[src/design/tparam_to_zparam_2port_unit_assert.svh]
// Assertion macros for the T-to-Z parameter converter.
// Included by modules that check their own pipeline; no other dependencies.
`ifndef TPARAM_TO_ZPARAM_2PORT_UNIT_ASSERT_SVH
`define TPARAM_TO_ZPARAM_2PORT_UNIT_ASSERT_SVH
`ifndef SYNTHESIS
`define TZP_ASSERT(lbl, clk, rstn, prop, msg) \
    lbl: assert property (@(posedge clk) disable iff (!(rstn)) prop) else $error(msg);
`define TZP_NEVER(lbl, clk, rstn, expr, msg) \
    lbl: assert property (@(posedge clk) disable iff (!(rstn)) !(expr)) else $error(msg);
`else
`define TZP_ASSERT(lbl, clk, rstn, prop, msg)
`define TZP_NEVER(lbl, clk, rstn, expr, msg)
`endif
`endif

[src/design/tzp_pkg.sv]
// Package for the T-to-Z parameter converter: defaults, status codes, flags, a max helper.
// No dependencies.
package tzp_pkg;

    localparam int DATA_WIDTH_DEF = 32;
    localparam int FRAC_BITS_DEF  = 16;

    typedef enum logic [1:0] {
        STAT_OK       = 2'd0,
        STAT_DIV_ZERO = 2'd1,
        STAT_REF_ZERO = 2'd2,
        STAT_SAT      = 2'd3
    } status_t;

    typedef struct packed {
        logic dzero;
        logic rzero;
        logic z1neg;
        logic z2neg;
    } flags_t;

    function automatic int imax(input int a, input int b);
        return (a > b) ? a : b;
    endfunction

endpackage

[src/design/tzp_sqrt.sv]
// Pipelined floor square root, one result bit per stage.
// Depends on tzp_pkg for its default width; used by the converter top level.
module tzp_sqrt #(
    parameter int R_W = tzp_pkg::DATA_WIDTH_DEF
) (
    input  logic             aclk,
    input  logic             en,
    input  logic [2*R_W-1:0] x,
    output logic [R_W-1:0]   root
);
    localparam int XW = 2 * R_W;

    logic [XW-1:0] rem_reg [0:R_W-1];
    logic [XW-1:0] res_reg [0:R_W-1];

    for (genvar k = 0; k < R_W; k++) begin : g_stage
        localparam logic [XW-1:0] ONE = XW'(1) << (2 * (R_W - 1 - k));
        logic [XW-1:0] rin;
        logic [XW-1:0] qin;
        logic [XW-1:0] trial;
        logic          ge;
        if (k == 0) begin : g_first
            assign rin = x;
            assign qin = '0;
        end else begin : g_rest
            assign rin = rem_reg[k-1];
            assign qin = res_reg[k-1];
        end
        assign trial = qin + ONE;
        assign ge    = (rin >= trial);
        always_ff @(posedge aclk) begin
            if (en) begin
                rem_reg[k] <= ge ? (rin - trial) : rin;
                res_reg[k] <= ge ? ((qin >> 1) + ONE) : (qin >> 1);
            end
        end
    end

    assign root = res_reg[R_W-1][R_W-1:0];

endmodule

[config.mk]
export PLATFORM = sky130hd
export DESIGN_NAME = tzp_sqrt
export DESIGN_NICKNAME = d
export VERILOG_FILES = /design/src/design/tparam_to_zparam_2port_unit_assert.svh /design/src/design/tzp_pkg.sv /design/src/design/tzp_sqrt.sv
export SDC_FILE = /design/constraint.sdc
export NUM_CORES = 2
export LEC_CHECK = 0
export BUFFER_PORTS_ARGS = -buffer_cell sky130_fd_sc_hd__buf_4
export CELL_PAD_IN_SITES_DETAIL_PLACEMENT = 2
export CELL_PAD_IN_SITES_GLOBAL_PLACEMENT = 2
export CORE_AREA = 2 2 519 521
export CTS_CLUSTER_SIZE = 8
export DETAILED_ROUTE_END_ITERATION = 6
export DIE_AREA = 0 0 521 523
export PLACE_DENSITY_LB_ADDON = 0.1
export SYNTH_ARGS = -nofsm -noshare
export SYNTH_HDL_FRONTEND = slang
export SYNTH_SLANG_ARGS = --single-unit
[constraint.sdc]
create_clock -name aclk -period 6.3 [get_ports aclk]
set_input_delay 1.26 -clock aclk [delete_from_list [all_inputs] [get_ports aclk]]
set_output_delay 1.26 -clock aclk [all_outputs]
set_load 0.02 [all_outputs]
==> flow_summary.toml <==
[run]
drv_cap = 0

[synth]
synth_area_mm2 = 0.120
yosysWarningCount = 0
synth_ff_type = "edfxtp_1"
synth_top_area_share = 0.631
async_flop_share = 0
yosysMostFrequentCell = "edfxtp_1"
synthTopCellsByCount = "2512 x edfxtp_1, 688 x inv_1, 636 x nor2_1, 627 x a21oi_1"
synth_area_leaders = "edfxtp_1 63%, ha_1 5.8%, xnor2_1 3.4%"
synth_edf_count = 2512
syn-num-nets = 10000
synth.distinct_cells = 99
ys_seq_area_frac = 0.631
syn_inst = 9402
avgSynthCellArea_um2 = 12.7
ys_ff_latch = 2512
yosysTopAreaCell = "edfxtp_1"

[clock_tree]
clock_latency_ps = 970
clock_path_buffers = 4
post_cts_buffers = 0
root_buffer = "clkbuf_16"
htreeDepth = 5
cts_tree = "done"
post_cts_resized = 0
cts-hold-fix-buffers = 0
cts_made_buffers = 353
clk_pin_slew_worst_paths_ps = 60
clock-sinks = 2512

[power]
p_leak_nw = 50.4
powerDensity_mw_per_mm2 = 387
power.total_w = 0.0519
vdd_drop_max_v = 0.000246

[global_routing]
antenna_found_initial = 28
grt_max_degree = 197
grt_pass1_wl_um = 626000
grt_pass1_vias = 90100
overflow = 0
grt_usage = 0.308

[sta]
slew_headroom = 0.103
fin_crit_ps = 4890
fin_tns_setup_ps = 0
min_period_over_period = 0.776
worst_pin_slew_ps = 1350
hold_viol = 0
fmax_ghz = 0.204
setup_ws_ps = 1410
fin_worst_skew_ps = 83.6
setup_viol = 0
slew_viol_final = 0
rsz0062_at_grt = "no"

[final_layout]
nets = 10400
multiInputGateArea_mm2 = 0.0408
syn2layout_area_growth_pct = 12.2
fill_cells = 25500
seqCellArea_mm2 = 0.0754
largest_reg_flops = 1984
drive_gt1_frac = 0.0741

[critical_path]
crit_fanout = 54
cpMaxStageDelayCell = "a31oi_1"
worst_setup_path_end_kind = "flop"
path_class = "flop to flop"
worst_ep_required_time_ps = 6920
start_kind = "flop"
rr_worst_depth = 13
path_cells = "inv_1, ha_1, o21a_1, o31a_1, o41a_1, a31oi_1, a31oi_1, a21o_2, buf_4, nand3b_1, or3_1, nor3_1, xor2_1"
crit_path_max_incr_delay_ps = 590
crit_top_cell = "a31oi_1"
arrival_ps = 5510

[die]
die_width_um = 521
dieArea_mm2 = 0.272
core_area_mm2 = 0.267
initial_core_util = 0.448
ioPinCount = 98
die_h_um = 523
num_rows = 190

[worst_hold_path]
whs_path_depth = 0
hold_path.class = "flop to flop"

[drt]
wl_per_cell_um = 31.9
wl_um = 425000
dr.pass1.iters = 6
viasPerCell = 6.14
drc = 0
antenna_left = 0
vias = 81800
drtIter0Drc = 7015

[place]
portBuffers = 97
dpl_worst_slack_ps = 1510
place_congestion = 0.861
hpwl_um = 300000

[status]
status = "completed"
final timing paths:
kind | to | start | slack (ps)
setup / recovery | rem_reg[28][56] | res_reg[13][73] | 1410
hold / removal | rem_reg[9][23] | rem_reg[8][23] | 430
setup reg to reg | rem_reg[28][56] | res_reg[13][73] | 1410
hold reg to reg | rem_reg[9][23] | rem_reg[8][23] | 430
where the power goes:
group	total (W)	switching, W	internal [W]
combinational	0.0109	0.00671	0.00419
sequential	0.0233	0.00205	0.0213
clock	0.0177	0.00764	0.0100
critical path, delay by kind of cell, from the launching register on:
family,cells,cell delay [ps]
compound gates,6,1830
xor+xnor,1,130
fa+ha+maj,1,410
buf+inv,2,610
flops,1,400
simple gates,3,1200
metal layers:
layer / wire (um) / track usage
met4: 20400 / 0.134
met5: 141 / 0.00139
met3: 20500 / 0.0437
met2: 219000 / 0.548
met1: 165000 / 0.370
through the flow:
| stage | hold slack [ps] | cell area, um^2 | cells | util |
|---|---|---|---|---|
| 2_1_floorplan | 417 | 120000 | 9402 | - |
| 3_3_place_gp | 422 | 125000 | 12900 | 0.467 |
| 3_5_place_dp | 434 | 125000 | 12900 | 0.467 |
| 4_1_cts | 437 | 134000 | 13300 | 0.502 |
| 5_1_grt | 444 | 134000 | 13300 | 0.502 |
| 6_report | 431 | 134000 | 13300 | 0.502 |
cells in the final DEF (no fill, tap or decap), types with 357 or more instances in the layout:
| master | n |
|---|---|
| clkbuf_16 | 357 |
| xnor2_1 | 468 |
| o21ai_0 | 367 |
| nor2_1 | 636 |
| edfxtp_1 | 2512 |
| a21oi_1 | 627 |
| ha_1 | 558 |
| nand2_1 | 557 |
| xor2_1 | 398 |
| inv_1 | 688 |
cell families (layout without fill, tap and decap cells):
group | after synthesis | after routing | synth area share
AOI/OAI and AO/OA | 1758 | 1758 | 0.0912
xor gates and xnor gates | 866 | 866 | 0.0634
muxes | 110 | 110 | 0.0103
DFF | 2512 | 2512 | 0.631
and+or+nand+nor | 2725 | 2725 | 0.118
buffers and inverters | 873 | 1241 | 0.0279
adders and majority gates | 558 | 558 | 0.0584
other | 0 | 5 | 0
area by class of cell:
cell class                 instances  share of cell area
antenna                            5           0.0000933
sequential                      2512               0.563
timing repair buffer             154              0.0101
inverter                         693              0.0194
tap                             3552              0.0331
clock inverter                    26             0.00320
clock buffer                     368              0.0669
multi-input combinational       6017               0.305
No activity file was read; power rests on OpenSTA's default activity.
